File: src/rtl/core/pfwa_pkg.sv
// Shared types and constants of the pressure frame window alarm.
// Holds packet codes, register indexes and the controller/datapath link.
// Depends on nothing.
package pfwa_pkg;

   localparam int DATA_W    = 17;
   localparam int BYTE_W    = 8;
   localparam int TARE_W    = 16;
   localparam int FUNC_W    = 2;
   localparam int CSR_IDX_W = 2;
   localparam int POS_W     = 4;

   localparam logic [FUNC_W-1:0] FUNC_BYTE      = 2'd0;
   localparam logic [FUNC_W-1:0] FUNC_LINK_LOST = 2'd1;
   localparam logic [FUNC_W-1:0] FUNC_ACK       = 2'd2;

   localparam logic [CSR_IDX_W-1:0] CSR_ARMED     = 2'd0;
   localparam logic [CSR_IDX_W-1:0] CSR_TARE      = 2'd1;
   localparam logic [CSR_IDX_W-1:0] CSR_THRESHOLD = 2'd2;

   localparam logic [BYTE_W-1:0] HDR0_BYTE    = 8'hA5;
   localparam logic [BYTE_W-1:0] HDR1_BYTE    = 8'h5A;
   localparam logic [BYTE_W-1:0] TRAILER_BYTE = 8'h99;

   localparam logic [POS_W-1:0] POS_HDR0    = 4'd0;
   localparam logic [POS_W-1:0] POS_HDR1    = 4'd1;
   localparam logic [POS_W-1:0] POS_PHIGH   = 4'd5;
   localparam logic [POS_W-1:0] POS_PLOW    = 4'd6;
   localparam logic [POS_W-1:0] POS_TRAILER = 4'd9;
   localparam logic [POS_W-1:0] FRAME_MIN   = 4'd10;

   localparam logic [DATA_W-1:0] THRESHOLD_RESET = 17'd1000;

   typedef struct packed {
      logic accept;
      logic ram_rd;
      logic win_update;
      logic div_start;
      logic check;
      logic load_out;
   } pfwa_cmd_type;

   typedef struct packed {
      logic item_end;
      logic item_ok;
      logic div_done;
      logic out_free;
   } pfwa_sts_type;

endpackage

File: src/rtl/core/pfwa_ram.sv
// Generic single-port-write, single-port-read RAM with registered read data.
// Used for the sample window; depends on nothing.
module pfwa_ram #(
   parameter int WIDTH = 17,
   parameter int DEPTH = 16
) (
   input  logic                     clock,
   input  logic                     wr_en,
   input  logic [$clog2(DEPTH)-1:0] wr_addr,
   input  logic [WIDTH-1:0]         wr_data,
   input  logic                     rd_en,
   input  logic [$clog2(DEPTH)-1:0] rd_addr,
   output logic [WIDTH-1:0]         rd_data
);

   logic [WIDTH-1:0] mem_ff [DEPTH];
   logic [WIDTH-1:0] rd_data_ff;

   always_ff @(posedge clock) begin
      if (wr_en) begin
         mem_ff[wr_addr] <= wr_data;
      end
      if (rd_en) begin
         rd_data_ff <= mem_ff[rd_addr];
      end
   end

   assign rd_data = rd_data_ff;

endmodule

File: src/rtl/core/pfwa_div.sv
// Restoring unsigned divider, one quotient bit per cycle.
// Computes the window mean magnitude; depends on nothing.
module pfwa_div #(
   parameter int DVD_W = 22,
   parameter int DVS_W = 5
) (
   input  logic             clock,
   input  logic             reset,
   input  logic             start,
   input  logic [DVD_W-1:0] dividend,
   input  logic [DVS_W-1:0] divisor,
   output logic             done,
   output logic [DVD_W-1:0] quotient
);

   localparam int STEP_W = $clog2(DVD_W + 1);

   logic              busy_ff, busy_in;
   logic              done_ff, done_in;
   logic [STEP_W-1:0] step_ff, step_in;
   logic [DVD_W-1:0]  quo_ff, quo_in;
   logic [DVS_W-1:0]  rem_ff, rem_in;
   logic [DVS_W-1:0]  dvs_ff, dvs_in;
   logic [DVS_W:0]    trial;
   logic [DVS_W:0]    diff;

   always_comb begin
      trial   = {rem_ff, quo_ff[DVD_W-1]};
      diff    = trial - {1'b0, dvs_ff};
      busy_in = busy_ff;
      done_in = 1'b0;
      step_in = step_ff;
      quo_in  = quo_ff;
      rem_in  = rem_ff;
      dvs_in  = dvs_ff;
      if (start) begin
         quo_in  = dividend;
         rem_in  = '0;
         dvs_in  = divisor;
         step_in = STEP_W'(DVD_W);
         busy_in = 1'b1;
      end else if (busy_ff) begin
         if (trial >= {1'b0, dvs_ff}) begin
            rem_in = diff[DVS_W-1:0];
            quo_in = {quo_ff[DVD_W-2:0], 1'b1};
         end else begin
            rem_in = trial[DVS_W-1:0];
            quo_in = {quo_ff[DVD_W-2:0], 1'b0};
         end
         step_in = step_ff - 1'b1;
         if (step_ff == STEP_W'(1)) begin
            busy_in = 1'b0;
            done_in = 1'b1;
         end
      end
   end

   always_ff @(posedge clock) begin
      if (reset) begin
         busy_ff <= 1'b0;
         done_ff <= 1'b0;
         step_ff <= '0;
      end else begin
         busy_ff <= busy_in;
         done_ff <= done_in;
         step_ff <= step_in;
      end
      quo_ff <= quo_in;
      rem_ff <= rem_in;
      dvs_ff <= dvs_in;
   end

   assign done     = done_ff;
   assign quotient = quo_ff;

`ifndef SYNTHESIS
   a_start_busy: assert property (@(posedge clock) disable iff (reset)
      start |=> busy_ff)
      else $error("divider did not start");
   a_divisor_nonzero: assert property (@(posedge clock) disable iff (reset)
      busy_ff |-> (dvs_ff != '0))
      else $error("divide by zero fill count");
`endif

endmodule

File: src/rtl/core/pfwa_dp.sv
// Datapath: packet parser, configuration registers, sample window, divider
// and output register. Depends on pfwa_pkg, pfwa_ram and pfwa_div.
module pfwa_dp #(
   parameter int WINDOW_DEPTH = 16
) (
   input  logic                              clock,
   input  logic                              reset,
   input  logic                              csr_valid,
   output logic                              csr_ready,
   input  logic [pfwa_pkg::CSR_IDX_W-1:0]    csr_index,
   input  logic [pfwa_pkg::DATA_W-1:0]       csr_data,
   input  logic [pfwa_pkg::FUNC_W-1:0]       req_func,
   input  logic [pfwa_pkg::BYTE_W-1:0]       req_rx_byte,
   input  logic                              req_end_of_packet,
   input  logic                              req_hold_off,
   output logic                              rsp_valid,
   input  logic                              rsp_stall,
   output logic                              rsp_frame_ok,
   output logic signed [pfwa_pkg::DATA_W-1:0] rsp_tared_pressure,
   output logic signed [pfwa_pkg::DATA_W-1:0] rsp_window_mean,
   output logic                              rsp_alarm_raised,
   output logic                              rsp_alarm_active,
   input  pfwa_pkg::pfwa_cmd_type            cmd,
   output pfwa_pkg::pfwa_sts_type            sts
);

   import pfwa_pkg::*;

   localparam int IDX_W = $clog2(WINDOW_DEPTH);
   localparam int CNT_W = $clog2(WINDOW_DEPTH + 1);
   localparam int SUM_W = DATA_W + CNT_W;

   // configuration
   logic              armed_ff, armed_in;
   logic [TARE_W-1:0] tare_ff, tare_in;
   logic [DATA_W-1:0] thresh_ff, thresh_in;

   // parser
   logic [POS_W-1:0]  pos_ff, pos_in;
   logic              hdr_ok_ff, hdr_ok_in;
   logic              trl_ok_ff, trl_ok_in;
   logic [BYTE_W-1:0] phigh_ff, phigh_in;
   logic [BYTE_W-1:0] plow_ff, plow_in;

   // current packet
   logic                     ok_ff, ok_in;
   logic                     hold_ff, hold_in;
   logic signed [DATA_W-1:0] tared_ff, tared_in;
   logic signed [DATA_W-1:0] mean_ff, mean_in;
   logic                     raised_ff, raised_in;

   // window
   logic [IDX_W-1:0]        idx_ff, idx_in;
   logic [CNT_W-1:0]        cnt_ff, cnt_in;
   logic signed [SUM_W-1:0] sum_ff, sum_in;
   logic                    latched_ff, latched_in;

   // output register
   logic                     rsp_valid_ff, rsp_valid_in;
   logic                     rsp_ok_ff, rsp_ok_in;
   logic signed [DATA_W-1:0] rsp_tared_ff, rsp_tared_in;
   logic signed [DATA_W-1:0] rsp_mean_ff, rsp_mean_in;
   logic                     rsp_raised_ff, rsp_raised_in;
   logic                     rsp_active_ff, rsp_active_in;

   // combinational helpers
   logic [POS_W-1:0]         pos_next;
   logic                     hdr_next;
   logic                     trl_next;
   logic [BYTE_W-1:0]        phigh_next;
   logic [BYTE_W-1:0]        plow_next;
   logic                     ok_next;
   logic signed [DATA_W-1:0] tared_calc;
   logic                     full;
   logic [DATA_W-1:0]        rd_data;
   logic signed [SUM_W-1:0]  old_ext;
   logic signed [SUM_W-1:0]  new_ext;
   logic [SUM_W-1:0]         sum_mag;
   logic                     div_done;
   logic [SUM_W-1:0]         quotient;
   logic [DATA_W-1:0]        q_trunc;
   logic signed [DATA_W:0]   dev;
   logic [DATA_W:0]          dev_mag;
   logic                     raise;
   logic                     is_byte;

   pfwa_ram #(
      .WIDTH (DATA_W),
      .DEPTH (WINDOW_DEPTH)
   ) u_window (
      .clock   (clock),
      .wr_en   (cmd.win_update),
      .wr_addr (idx_ff),
      .wr_data (tared_ff),
      .rd_en   (cmd.ram_rd),
      .rd_addr (idx_ff),
      .rd_data (rd_data)
   );

   pfwa_div #(
      .DVD_W (SUM_W),
      .DVS_W (CNT_W)
   ) u_div (
      .clock    (clock),
      .reset    (reset),
      .start    (cmd.div_start),
      .dividend (sum_mag),
      .divisor  (cnt_ff),
      .done     (div_done),
      .quotient (quotient)
   );

   // parse the offered byte
   always_comb begin
      hdr_next   = hdr_ok_ff;
      trl_next   = trl_ok_ff;
      phigh_next = phigh_ff;
      plow_next  = plow_ff;
      case (pos_ff)
         POS_HDR0: begin
            if (req_rx_byte != HDR0_BYTE) hdr_next = 1'b0;
         end
         POS_HDR1: begin
            if (req_rx_byte != HDR1_BYTE) hdr_next = 1'b0;
         end
         POS_PHIGH: phigh_next = req_rx_byte;
         POS_PLOW:  plow_next  = req_rx_byte;
         POS_TRAILER: trl_next = (req_rx_byte == TRAILER_BYTE);
         default: ;
      endcase
      pos_next   = (pos_ff < FRAME_MIN) ? pos_ff + 1'b1 : pos_ff;
      ok_next    = (pos_next >= FRAME_MIN) && hdr_next && trl_next;
      tared_calc = $signed({1'b0, phigh_next, plow_next}) - $signed({1'b0, tare_ff});
   end

   always_comb begin
      is_byte = (req_func == FUNC_BYTE);
      full    = (cnt_ff == CNT_W'(WINDOW_DEPTH));
      old_ext = full ? $signed({{(SUM_W-DATA_W){rd_data[DATA_W-1]}}, rd_data})
                     : '0;
      new_ext = $signed({{(SUM_W-DATA_W){tared_ff[DATA_W-1]}}, tared_ff});
      sum_mag = sum_ff[SUM_W-1] ? SUM_W'(-sum_ff) : SUM_W'(sum_ff);
      q_trunc = quotient[DATA_W-1:0];
      dev     = $signed({tared_ff[DATA_W-1], tared_ff})
              - $signed({mean_ff[DATA_W-1], mean_ff});
      dev_mag = dev[DATA_W] ? (DATA_W+1)'(-dev) : (DATA_W+1)'(dev);
      raise   = armed_ff && !latched_ff && !hold_ff && full
              && (dev_mag > {1'b0, thresh_ff});
   end

   always_comb begin
      armed_in      = armed_ff;
      tare_in       = tare_ff;
      thresh_in     = thresh_ff;
      pos_in        = pos_ff;
      hdr_ok_in     = hdr_ok_ff;
      trl_ok_in     = trl_ok_ff;
      phigh_in      = phigh_ff;
      plow_in       = plow_ff;
      ok_in         = ok_ff;
      hold_in       = hold_ff;
      tared_in      = tared_ff;
      mean_in       = mean_ff;
      raised_in     = raised_ff;
      idx_in        = idx_ff;
      cnt_in        = cnt_ff;
      sum_in        = sum_ff;
      latched_in    = latched_ff;
      rsp_valid_in  = rsp_valid_ff && rsp_stall;
      rsp_ok_in     = rsp_ok_ff;
      rsp_tared_in  = rsp_tared_ff;
      rsp_mean_in   = rsp_mean_ff;
      rsp_raised_in = rsp_raised_ff;
      rsp_active_in = rsp_active_ff;

      if (csr_valid) begin
         case (csr_index)
            CSR_ARMED:     armed_in  = csr_data[0];
            CSR_TARE:      tare_in   = csr_data[TARE_W-1:0];
            CSR_THRESHOLD: thresh_in = csr_data;
            default: ;
         endcase
      end

      if (cmd.accept) begin
         case (req_func)
            FUNC_BYTE: begin
               phigh_in = phigh_next;
               plow_in  = plow_next;
               if (req_end_of_packet) begin
                  // latch the packet, then restart the parser
                  ok_in     = ok_next;
                  hold_in   = req_hold_off;
                  tared_in  = tared_calc;
                  raised_in = 1'b0;
                  pos_in    = '0;
                  hdr_ok_in = 1'b1;
                  trl_ok_in = 1'b0;
               end else begin
                  pos_in    = pos_next;
                  hdr_ok_in = hdr_next;
                  trl_ok_in = trl_next;
               end
            end
            FUNC_LINK_LOST: begin
               pos_in    = '0;
               hdr_ok_in = 1'b1;
               trl_ok_in = 1'b0;
               idx_in    = '0;
               cnt_in    = '0;
               sum_in    = '0;
            end
            FUNC_ACK: latched_in = 1'b0;
            default: ;
         endcase
      end

      if (cmd.win_update) begin
         // drop the oldest sample once full, add the new one
         sum_in = sum_ff - old_ext + new_ext;
         idx_in = (idx_ff == IDX_W'(WINDOW_DEPTH - 1)) ? '0 : idx_ff + 1'b1;
         if (!full) cnt_in = cnt_ff + 1'b1;
      end

      if (div_done) begin
         mean_in = sum_ff[SUM_W-1] ? $signed(-q_trunc) : $signed(q_trunc);
      end

      if (cmd.check) begin
         raised_in  = raise;
         latched_in = latched_ff || raise;
      end

      if (cmd.load_out) begin
         rsp_valid_in  = 1'b1;
         rsp_ok_in     = ok_ff;
         rsp_tared_in  = ok_ff ? tared_ff : '0;
         rsp_mean_in   = ok_ff ? mean_ff : '0;
         rsp_raised_in = raised_ff;
         rsp_active_in = latched_ff;
      end
   end

   always_ff @(posedge clock) begin
      if (reset) begin
         armed_ff     <= 1'b0;
         tare_ff      <= '0;
         thresh_ff    <= THRESHOLD_RESET;
         pos_ff       <= '0;
         hdr_ok_ff    <= 1'b1;
         trl_ok_ff    <= 1'b0;
         raised_ff    <= 1'b0;
         idx_ff       <= '0;
         cnt_ff       <= '0;
         sum_ff       <= '0;
         latched_ff   <= 1'b0;
         rsp_valid_ff <= 1'b0;
      end else begin
         armed_ff     <= armed_in;
         tare_ff      <= tare_in;
         thresh_ff    <= thresh_in;
         pos_ff       <= pos_in;
         hdr_ok_ff    <= hdr_ok_in;
         trl_ok_ff    <= trl_ok_in;
         raised_ff    <= raised_in;
         idx_ff       <= idx_in;
         cnt_ff       <= cnt_in;
         sum_ff       <= sum_in;
         latched_ff   <= latched_in;
         rsp_valid_ff <= rsp_valid_in;
      end
      phigh_ff      <= phigh_in;
      plow_ff       <= plow_in;
      ok_ff         <= ok_in;
      hold_ff       <= hold_in;
      tared_ff      <= tared_in;
      mean_ff       <= mean_in;
      rsp_ok_ff     <= rsp_ok_in;
      rsp_tared_ff  <= rsp_tared_in;
      rsp_mean_ff   <= rsp_mean_in;
      rsp_raised_ff <= rsp_raised_in;
      rsp_active_ff <= rsp_active_in;
   end

   always_comb begin
      sts.item_end = is_byte && req_end_of_packet;
      sts.item_ok  = ok_next;
      sts.div_done = div_done;
      sts.out_free = !rsp_valid_ff || !rsp_stall;
   end

   assign csr_ready          = 1'b1;
   assign rsp_valid          = rsp_valid_ff;
   assign rsp_frame_ok       = rsp_ok_ff;
   assign rsp_tared_pressure = rsp_tared_ff;
   assign rsp_window_mean    = rsp_mean_ff;
   assign rsp_alarm_raised   = rsp_raised_ff;
   assign rsp_alarm_active   = rsp_active_ff;

`ifndef SYNTHESIS
   a_cnt_range: assert property (@(posedge clock) disable iff (reset)
      cnt_ff <= CNT_W'(WINDOW_DEPTH))
      else $error("window fill count overflow");
   a_idx_tracks_cnt: assert property (@(posedge clock) disable iff (reset)
      !full |-> (CNT_W'(idx_ff) == cnt_ff))
      else $error("write index out of step with fill count");
   a_raised_active: assert property (@(posedge clock) disable iff (reset)
      (rsp_valid_ff && rsp_raised_ff) |-> rsp_active_ff)
      else $error("alarm raised but not active");
`endif

endmodule

File: src/rtl/core/pfwa_ctrl.sv
// Controller state machine: sequences accept, window update, division,
// alarm check and result load. Depends on pfwa_pkg.
module pfwa_ctrl (
   input  logic                   clock,
   input  logic                   reset,
   input  logic                   req_valid,
   output logic                   req_stall,
   input  pfwa_pkg::pfwa_sts_type sts,
   output pfwa_pkg::pfwa_cmd_type cmd
);

   import pfwa_pkg::*;

   typedef enum logic [2:0] {
      S_IDLE,
      S_READ,
      S_SUM,
      S_START,
      S_DIV,
      S_CHECK,
      S_DONE
   } state_type;

   state_type state_ff, state_in;
   logic      req_stall_ff, req_stall_in;

   always_comb begin
      state_in = state_ff;
      cmd      = '0;
      case (state_ff)
         S_IDLE: begin
            cmd.accept = req_valid;
            if (req_valid && sts.item_end) begin
               state_in = sts.item_ok ? S_READ : S_DONE;
            end
         end
         S_READ: begin
            cmd.ram_rd = 1'b1;
            state_in   = S_SUM;
         end
         S_SUM: begin
            cmd.win_update = 1'b1;
            state_in       = S_START;
         end
         S_START: begin
            cmd.div_start = 1'b1;
            state_in      = S_DIV;
         end
         S_DIV: begin
            if (sts.div_done) state_in = S_CHECK;
         end
         S_CHECK: begin
            cmd.check = 1'b1;
            state_in  = S_DONE;
         end
         S_DONE: begin
            // hold until the output register can take the request
            if (sts.out_free) begin
               cmd.load_out = 1'b1;
               state_in     = S_IDLE;
            end
         end
         default: state_in = S_IDLE;
      endcase
      req_stall_in = (state_in != S_IDLE);
   end

   always_ff @(posedge clock) begin
      if (reset) begin
         state_ff     <= S_IDLE;
         req_stall_ff <= 1'b0;
      end else begin
         state_ff     <= state_in;
         req_stall_ff <= req_stall_in;
      end
   end

   assign req_stall = req_stall_ff;

`ifndef SYNTHESIS
   a_done_holds: assert property (@(posedge clock) disable iff (reset)
      (state_ff == S_DONE && !sts.out_free) |=> (state_ff == S_DONE))
      else $error("result dropped while output busy");
`endif

endmodule

File: src/rtl/core/pressure_frame_window_alarm.sv
// Pressure frame window alarm: parses sensor packets a byte per request,
// averages tared readings over a sliding window and latches a deviation alarm.
// Request channel (req_*): one item per request; func selects packet byte,
//   link lost (empties window, drops partial packet) or alarm acknowledge.
// Response channel (rsp_*): one response per packet end byte, carrying the
//   frame check, tared reading, window mean and alarm flags.
// Config channel (csr_*): index 0 armed, 1 tare offset, 2 alarm threshold;
//   always ready, write only while the block is idle.
// Sequencing: a non-final packet byte, link lost or acknowledge is taken
//   in the idle state. A packet end with a bad frame goes straight to the
//   response register load; a good frame passes window RAM read, sum update,
//   divider start, then the divider at one quotient bit per cycle for a
//   22-bit quotient at the default depth, and the alarm compare.
// req_stall is high while a packet end is in progress.
// Reset is synchronous: window empty, parser restarted, alarm clear,
//   registers at their defaults. A stalled response holds in the output
//   register; the next packet end waits for it, other requests go on.
// Depends on pfwa_pkg, pfwa_ctrl and pfwa_dp.
module pressure_frame_window_alarm #(
   parameter int WINDOW_DEPTH = 16
) (
   input  logic                                clock,
   input  logic                                reset,
   input  logic                                csr_valid,
   output logic                                csr_ready,
   input  logic [pfwa_pkg::CSR_IDX_W-1:0]      csr_index,
   input  logic [pfwa_pkg::DATA_W-1:0]         csr_data,
   input  logic                                req_valid,
   output logic                                req_stall,
   input  logic [pfwa_pkg::FUNC_W-1:0]         req_func,
   input  logic [pfwa_pkg::BYTE_W-1:0]         req_rx_byte,
   input  logic                                req_end_of_packet,
   input  logic                                req_hold_off,
   output logic                                rsp_valid,
   input  logic                                rsp_stall,
   output logic                                rsp_frame_ok,
   output logic signed [pfwa_pkg::DATA_W-1:0]  rsp_tared_pressure,
   output logic signed [pfwa_pkg::DATA_W-1:0]  rsp_window_mean,
   output logic                                rsp_alarm_raised,
   output logic                                rsp_alarm_active
);

   import pfwa_pkg::*;

   pfwa_cmd_type cmd;
   pfwa_sts_type sts;

   pfwa_ctrl u_ctrl (
      .clock     (clock),
      .reset     (reset),
      .req_valid (req_valid),
      .req_stall (req_stall),
      .sts       (sts),
      .cmd       (cmd)
   );

   pfwa_dp #(
      .WINDOW_DEPTH (WINDOW_DEPTH)
   ) u_dp (
      .clock              (clock),
      .reset              (reset),
      .csr_valid          (csr_valid),
      .csr_ready          (csr_ready),
      .csr_index          (csr_index),
      .csr_data           (csr_data),
      .req_func           (req_func),
      .req_rx_byte        (req_rx_byte),
      .req_end_of_packet  (req_end_of_packet),
      .req_hold_off       (req_hold_off),
      .rsp_valid          (rsp_valid),
      .rsp_stall          (rsp_stall),
      .rsp_frame_ok       (rsp_frame_ok),
      .rsp_tared_pressure (rsp_tared_pressure),
      .rsp_window_mean    (rsp_window_mean),
      .rsp_alarm_raised   (rsp_alarm_raised),
      .rsp_alarm_active   (rsp_alarm_active),
      .cmd                (cmd),
      .sts                (sts)
   );

endmodule
File: config.mk
export PLATFORM = sky130hd
export DESIGN_NAME = pressure_frame_window_alarm
export DESIGN_NICKNAME = d
export VERILOG_FILES = /design/src/rtl/core/pfwa_pkg.sv /design/src/rtl/core/pfwa_ram.sv /design/src/rtl/core/pfwa_div.sv /design/src/rtl/core/pfwa_dp.sv /design/src/rtl/core/pfwa_ctrl.sv /design/src/rtl/core/pressure_frame_window_alarm.sv
export SDC_FILE = /design/constraint.sdc
export NUM_CORES = 1
export LEC_CHECK = 0
export ABC_AREA = 0
export BUFFER_PORTS_ARGS = -buffer_cell sky130_fd_sc_hd__buf_2
export CORE_ASPECT_RATIO = 1.5
export CORE_MARGIN = 2
export CORE_UTILIZATION = 41
export CTS_CLUSTER_DIAMETER = 50
export DETAILED_ROUTE_END_ITERATION = 7
export GPL_TIMING_DRIVEN = 0
export HOLD_SLACK_MARGIN = 0.03
export PLACE_DENSITY = 0.65
export SYNTH_ARGS = -nofsm -noshare
export SYNTH_HDL_FRONTEND = slang
export SYNTH_HIERARCHICAL = 1
export SYNTH_SLANG_ARGS = --single-unit
File: constraint.sdc
create_clock -name clock -period 6.3 [get_ports clock]
set_clock_uncertainty 0.15 [all_clocks]
set_input_delay 1.26 -clock clock [delete_from_list [all_inputs] [get_ports clock]]
set_output_delay 1.26 -clock clock [all_outputs]
set_load 0.005 [all_outputs]
==> summary.txt, run 1 <==
Outcome
  • Run status: finished clean

STA
  • Fin crit period: 5.52 ns
  • Worst Tran Pin Value: 1.03 ns
  • RSZ-0062 raised after global routing: false
  • Final Slew Violations: 0
  • WHS: 0.295 ns
  • Final setup vio count: 0
  • Max Freq: 181 MHz
  • Hold Violations, Final: 0
  • Slew HR: 30.1%
  • PnR worst setup slack: 0.785 ns
  • Setup TNS: 0 ns
  • Fin crit share: 87.5%

Floorplan
  • Num rows: 108
  • Width of the die: 202 um
  • Die ar.: 0.0608 mm2
  • Core ar.: 0.0580 mm2
  • # IOs: 76
  • Initial Utilization: 41.6%
  • Die Y: 301 um

Final layout
  • Area growth from synthesis to layout: 12.8%
  • Antenna fix cells: 0
  • Post-Layout Cell Count: 2836
  • Layout Nets: 2180
  • Number of fill cells: 5153
  • Post-route cell area: 0.0272 mm2
  • Share of post-route cells with drive strength above 1: 15.6%
  • Layout Utilization: 46.9%

Logic synthesis
  • Most common cell in the netlist: edfxtp_1
  • Top FF cell, synth: edfxtp_1
  • Cell taking the most area after synthesis: edfxtp_1
  • Synth cell types: 86
  • Post-synth EDFFs: 405
  • FF+latch count, synth: 495
  • Syn. warnings: 6
  • Avg Cell Area, Syn: 12.8 um2
  • Mapped Area: 0.0241 mm2
  • Yosys top cell area share: 50.5%
  • Ranking of synthesized cells by area: edfxtp_1, dfxtp_1, mux4_2
  • Async SR Flop Fraction: 0%
  • Post-synthesis cell count: 1887
  • Syn_nets: 2037
  • Post-synth top cells: edfxtp_1, nand2_1, inv_1
  • Sequential-to-total area share from yosys stat: 58.0%

Worst setup path
  • Crit end category: flop
  • CP required: 6.55 ns
  • Worst Path Arrival: 5.77 ns
  • Startpoint types: flop
  • WS Path Type: reg2reg
  • CP Max Fanout: 19

Clocking
  • Clk_lat worst skew: 0.57 ns
  • Post-CTS Hold Fix Bufs: 0
  • CTS tree: yes
  • Setup Buffers After CTS: 0
  • Resized Gates After CTS: 0
  • CTS Buf Count: 46
  • Clock-pin slew on the worst setup and hold paths: 0.06 ns
  • Clock Root Buffer: clkbuf_16
  • Htree depth: 2
  • Deepest clock path buffer count: 3
  • CTS Sinks: 495

GRT
  • Number of global-route vias before repair: 16000
  • First-pass GRT wire length: 93600 um
  • Total track usage: 20.3%
  • Initial antenna violation count: 1
  • Largest net degree at the start of global routing: 31
  • Grt total ovfl: 0

Place
  • DP HPWL: 45800 um
  • DP Worst Slack: 0.826 ns
  • Inst Count DP: 2752
  • Final GP Congestion: 0.892
  • Placed cell area: 0.0258 mm2
  • Quantity of I/O buffers inserted on ports: 74

Routing
  • DR WL/cell: 21.7 um
  • DRT iter0 DRCs: 1123
  • DR vias: 15600
  • Post-route DRC: 0
  • Detailed-router iteration count before antenna repair: 5
  • Number of routed nets with antenna violations: 0
  • WL final: 61600 um
  • Vias per std cell: 5.50

Power
  • Pwr Density: 256 mW/mm2
  • Worst vdd ir: 0.000182 V
  • Final Total Pwr: 6.96 mW
  • P_leak: 9.52 nW

Job
  • Max_cap viols: 0

Min path
  • HP Class: reg2reg
worst max-delay path, stage by stage, from the launching register on:
cell      delay, ns
edfxtp_1       0.96
ha_1           0.36
clkbuf_1       0.20
a211o_1        0.36
a21oi_1        0.22
nand2_1        0.10
o211ai_1       0.27
nand2_1        0.15
a31oi_2        0.44
o21ai_0        0.21
xnor2_1        0.21
ha_1           0.28
a21o_1         0.16
a21o_1         0.17
a211oi_1       0.25
o21ai_0        0.12
a221oi_1       0.33
o32ai_2        0.19
o21bai_1       0.21
path summary, 6_finish.rpt:
check,endpoint,cells past startpoint,from,slack [ns]
setup / recovery,u_dp/raised_ff,18,u_dp/tared_ff[10],0.78
hold / removal,u_dp/rsp_alarm_raised,0,u_dp/raised_ff,0.30
setup reg to reg,u_dp/raised_ff,18,u_dp/tared_ff[10],0.78
hold reg to reg,u_dp/rsp_alarm_raised,0,u_dp/raised_ff,0.30
state kept, by name, summed over array words and instances, names as in the netlist, 3 cells and up:
| register | cells |
|---|---|
| u_dp/rsp_tared_pressure | 17 |
| u_dp/idx_ff | 4 |
| u_dp/u_div/step_ff | 5 |
| u_dp/phigh_ff | 8 |
| u_dp/u_div/dvs_ff | 5 |
| u_dp/tare_ff | 16 |
| u_dp/sum_ff | 22 |
| u_dp/tared_ff | 17 |
| u_dp/mean_ff | 17 |
| u_dp/u_div/quotient | 22 |
| u_dp/u_window/mem_ff | 272 |
| u_dp/u_div/rem_ff | 5 |
| u_dp/pos_ff | 4 |
| u_dp/plow_ff | 8 |
| u_dp/thresh_ff | 17 |
| u_dp/rsp_window_mean | 17 |
| u_ctrl/state_ff | 3 |
| u_dp/u_window/rd_data | 17 |
| u_dp/cnt_ff | 5 |
kinds of logic (layout without fill, tap and decap cells):
group           count (synthesis)  count (layout)  synth area share [%]
simple gates                  507             507                  10.5
flops                         495             495                  58.0
compound gates                333             333                  9.16
buf+inv                       231             410                  3.91
fa+ha+maj                     114             114                  6.67
mux                           110             110                  8.34
xor+xnor                       96              96                  3.49
other cells                     1               1                0.0156
layout by cell type (no fill, tap or decap), drive strengths merged, types with 39 or more instances in the layout:
cell type	netlist	routed
inv	163	167
buf	23	118
xnor2	77	77
clkbuf	44	99
edfxtp	405	405
nand2	172	172
nor2	104	104
a22oi	39	39
mux4	68	68
a21oi	105	105
and2	62	62
dfxtp	90	90
ha	90	90
o21ai	54	54
metal layers:
metal  wire length (um)  global-route usage (%)  part of all wire, %
met2              33800                    39.1                   55
met1              22400                    22.3                   36
met4               2990                    9.65                  4.9
met3               2410                    1.82                  3.9
met5                  0                       0                    0
area by class of cell:
class                      instances  area, um2  share of cell area [%]
tap                              770        963                    3.55
inverter                         164        616                    2.27
multi-input combinational       1161       9250                    34.0
buffer                            67        325                    1.20
clock inverter                    29        186                   0.686
sequential                       495      14000                    51.4
clock buffer                      55       1210                    4.44
timing repair buffer              95        658                    2.42
power by group:
part | total [mW] | leakage [nW] | switching, mW | internal, mW
registers | 3.63 | 4.38 | 0.0615 | 3.57
logic | 0.709 | 4.45 | 0.416 | 0.293
clock network | 2.62 | 0.686 | 1.20 | 1.42
Note: power is estimated with default switching activity, not from simulation.
==> inputs of run 2 (changes only) <==
--- a/config.mk
+++ b/config.mk
@@ -9,12 +9,12 @@
 export BUFFER_PORTS_ARGS = -buffer_cell sky130_fd_sc_hd__buf_2
 export CORE_ASPECT_RATIO = 1.5
 export CORE_MARGIN = 2
-export CORE_UTILIZATION = 41
+export CORE_UTILIZATION = 63
 export CTS_CLUSTER_DIAMETER = 50
 export DETAILED_ROUTE_END_ITERATION = 7
 export GPL_TIMING_DRIVEN = 0
 export HOLD_SLACK_MARGIN = 0.03
-export PLACE_DENSITY = 0.65
+export PLACE_DENSITY = 0.9
 export SYNTH_ARGS = -nofsm -noshare
 export SYNTH_HDL_FRONTEND = slang
 export SYNTH_HIERARCHICAL = 1
==> summary.txt, run 2 (synthesis results as in run 1) <==
Floorplan
  • Width of the die: 164 um (-19%)
  • Num rows: 87 (-19%)
  • Initial Utilization: 64.0% (+22 points)
  • Die ar.: 0.0399 mm2 (-34%)
  • Core ar.: 0.0377 mm2 (-35%)
  • # IOs: 76 (unchanged)
  • Die Y: 243 um (-19%)

Worst setup path
  • Worst Path Arrival: 6.07 ns (+0.30 ns)
  • CP Max Fanout: 19 (unchanged)
  • CP required: 6.56 ns (about the same)
  • Crit end category: flop
  • Slowest cell on crit path: edfxtp_1
  • Crit-path max cell delay: 0.99 ns (+0.03 ns)
  • WS Path Type: reg2reg
  • CP Cell Sequence: ha_1 > clkbuf_1 > a211o_1 > a21oi_1 > nand2_1 > o211ai_1 > nand2_1 > a31oi_2 > o21ai_0 > xnor2_1 > ha_1 > a21o_1 > a21o_1 > a211oi_1 > o21ai_0 > a221oi_1 > o32ai_2 > o21bai_1
  • Startpoint types: flop

Outcome
  • Run status: finished clean

Routing
  • Met2 routed WL: 30900 um (-8.5%)
  • Met3 routed WL: 4650 um (+93%)
  • DRT iter0 DRCs: 1367 (+22%)
  • M1 wire length: 20900 um (-6.6%)
  • WL final: 61000 um (-0.93%)
  • Vias per std cell: 6.41 (+16%)
  • DR WL/cell: 23.9 um (+10%)
  • Detailed-router iteration count before antenna repair: 7 (+2)
  • Post-route DRC: 0 (unchanged)
  • Max Used Layer: met5
  • DR vias: 16300 (+4.7%)
  • Number of routed nets with antenna violations: 0 (unchanged)

Final layout
  • Area growth from synthesis to layout: 11.4%
  • Antenna fix cells: 0 (unchanged)
  • Reg with most FFs: u_dp/u_window/mem_ff
  • Most frequent cells in the layout: edfxtp_1, nand2_1, inv_1, a21oi_1
  • Most common cell after layout, fill and taps aside: edfxtp_1
  • Largest register FFs: 272 (unchanged)
  • Number of fill cells: 2407 (-53%)
  • Layout Nets: 2174 (-0.28%)
  • Share of post-route cells with drive strength above 1: 15.4% (-0.20 points)
  • Post-route cell area: 0.0268 mm2 (-1.2%)
  • Layout Utilization: 71.2% (+24 points)

Clocking
  • Clock Root Buffer: clkbuf_16
  • Clock-pin slew on the worst setup and hold paths: 0.06 ns (about the same)
  • Htree depth: 2 (unchanged)
  • Deepest clock path buffer count: 3 (unchanged)
  • CTS tree: yes
  • CTS Sinks: 495 (unchanged)
  • CTS Buf Count: 44 (-4.3%)
  • Clk_lat worst skew: 0.59 ns (+0.02 ns)
  • Resized Gates After CTS: 0 (unchanged)
  • Setup Buffers After CTS: 0 (unchanged)
  • Post-CTS Hold Fix Bufs: 0 (unchanged)

STA
  • Final setup vio count: 0 (unchanged)
  • Worst Tran Pin Value: 1.40 ns (+0.366 ns)
  • Hold Violations, Final: 0 (unchanged)
  • RSZ-0062 raised after global routing: false
  • Slew HR: 5.43% (-25 points)
  • Max Freq: 172 MHz (-5.0%)
  • Fin crit share: 92.2% (+4.6 points)
  • Fin crit period: 5.81 ns (+0.292 ns)
  • Final Slew Violations: 0 (unchanged)
  • WHS: 0.289 ns (-0.00649 ns)
  • Setup TNS: 0 ns (unchanged)

Power
  • Power Internal: 5.41 mW (+2.5%)
  • P_leak: 9.52 nW (about the same)
  • Worst vdd ir: 0.000231 V (+27%)
  • Net Sw Frac: 23.5% (-0.66 points)
  • Pwr Density: 264 mW/mm2 (+2.9%)
  • Combinational share of power: 10.0% (-0.2 points)
  • Final Total Pwr: 7.07 mW (+1.6%)
  • Psw: 1.66 mW (-1.1%)
  • Reg power frac: 51.4% (-0.8 points)
  • Clock power share: 38.6% (+1.0 points)

Place
  • Placed cell area: 0.0254 mm2 (-1.6%)
  • Final GP Congestion: 0.941 (+5.5%)
  • Quantity of I/O buffers inserted on ports: 74 (unchanged)
  • DP HPWL: 42700 um (-6.7%)

Job
  • Max_cap viols: 0 (unchanged)

Min path
  • HP Class: reg2reg

GRT
  • First-pass GRT wire length: 94000 um (+0.41%)
  • Number of global-route vias before repair: 16800 (+5.0%)
  • Largest net degree at the start of global routing: 24 (-23%)
  • Grt total ovfl: 0 (unchanged)
  • Total track usage: 31.3% (+11 points)
  • Initial antenna violation count: 2 (+1)
==> run 2: through the flow <==
step | setup slack [ns] | instances
after CTS | 0.595 | 2549
after global routing | 0.0649 | 2549
after detailed placement | 0.682 | 2467
after global placement | 0.961 | 2450
final | 0.493 | 2549
after floorplan | 1.86 | 1887
==> run 2: worst max-delay path: cells and delay by family, from the launching register on <==
kind / cells / cell delay [ns]
buf+inv: 1 / 0.20
xor+xnor: 1 / 0.21
fa+ha+maj: 2 / 0.64
flops: 1 / 0.99
compound gates: 12 / 3.15
simple gates: 2 / 0.26
==> run 2: power groups by stage <==
stage / Clock, mW / Sequential, mW / Combinational (mW)
finish: 2.73 / 3.63 / 0.709
global route: 2.87 / 3.64 / 0.772
CTS: 2.76 / 3.63 / 0.697
detailed placement: 0 / 3.70 / 0.683
global placement: 0 / 3.70 / 0.653
floorplan: 0 / 3.68 / 0.511
==> run 2: area by class of cell <==
| class | instances | area (um2) | share of cell area (%) |
|---|---|---|---|
| sequential | 495 | 14000 | 52.0 |
| inverter | 164 | 616 | 2.29 |
| buffer | 67 | 325 | 1.21 |
| timing repair buffer | 91 | 608 | 2.27 |
| multi-input combinational | 1161 | 9250 | 34.5 |
| clock inverter | 28 | 323 | 1.20 |
| clock buffer | 54 | 1140 | 4.24 |
| tap | 489 | 612 | 2.28 |
==> run 2: layer usage <==
layer  GRT usage [%]  up-vias
met2            53.6      891
met1            36.2     7996
met4            20.1        4
met3            5.41      237
li1                -     7205
met5               0        -
==> run 2: path summary, 6_finish.rpt <==
check	from	to	slack, ns	cells after the start
worst min-delay path	u_dp/raised_ff	u_dp/rsp_alarm_raised	0.29	0
worst min register to register	u_dp/raised_ff	u_dp/rsp_alarm_raised	0.29	0
worst max-delay path	u_dp/tared_ff[10]	u_dp/raised_ff	0.49	18
worst max register to register	u_dp/tared_ff[10]	u_dp/raised_ff	0.49	18
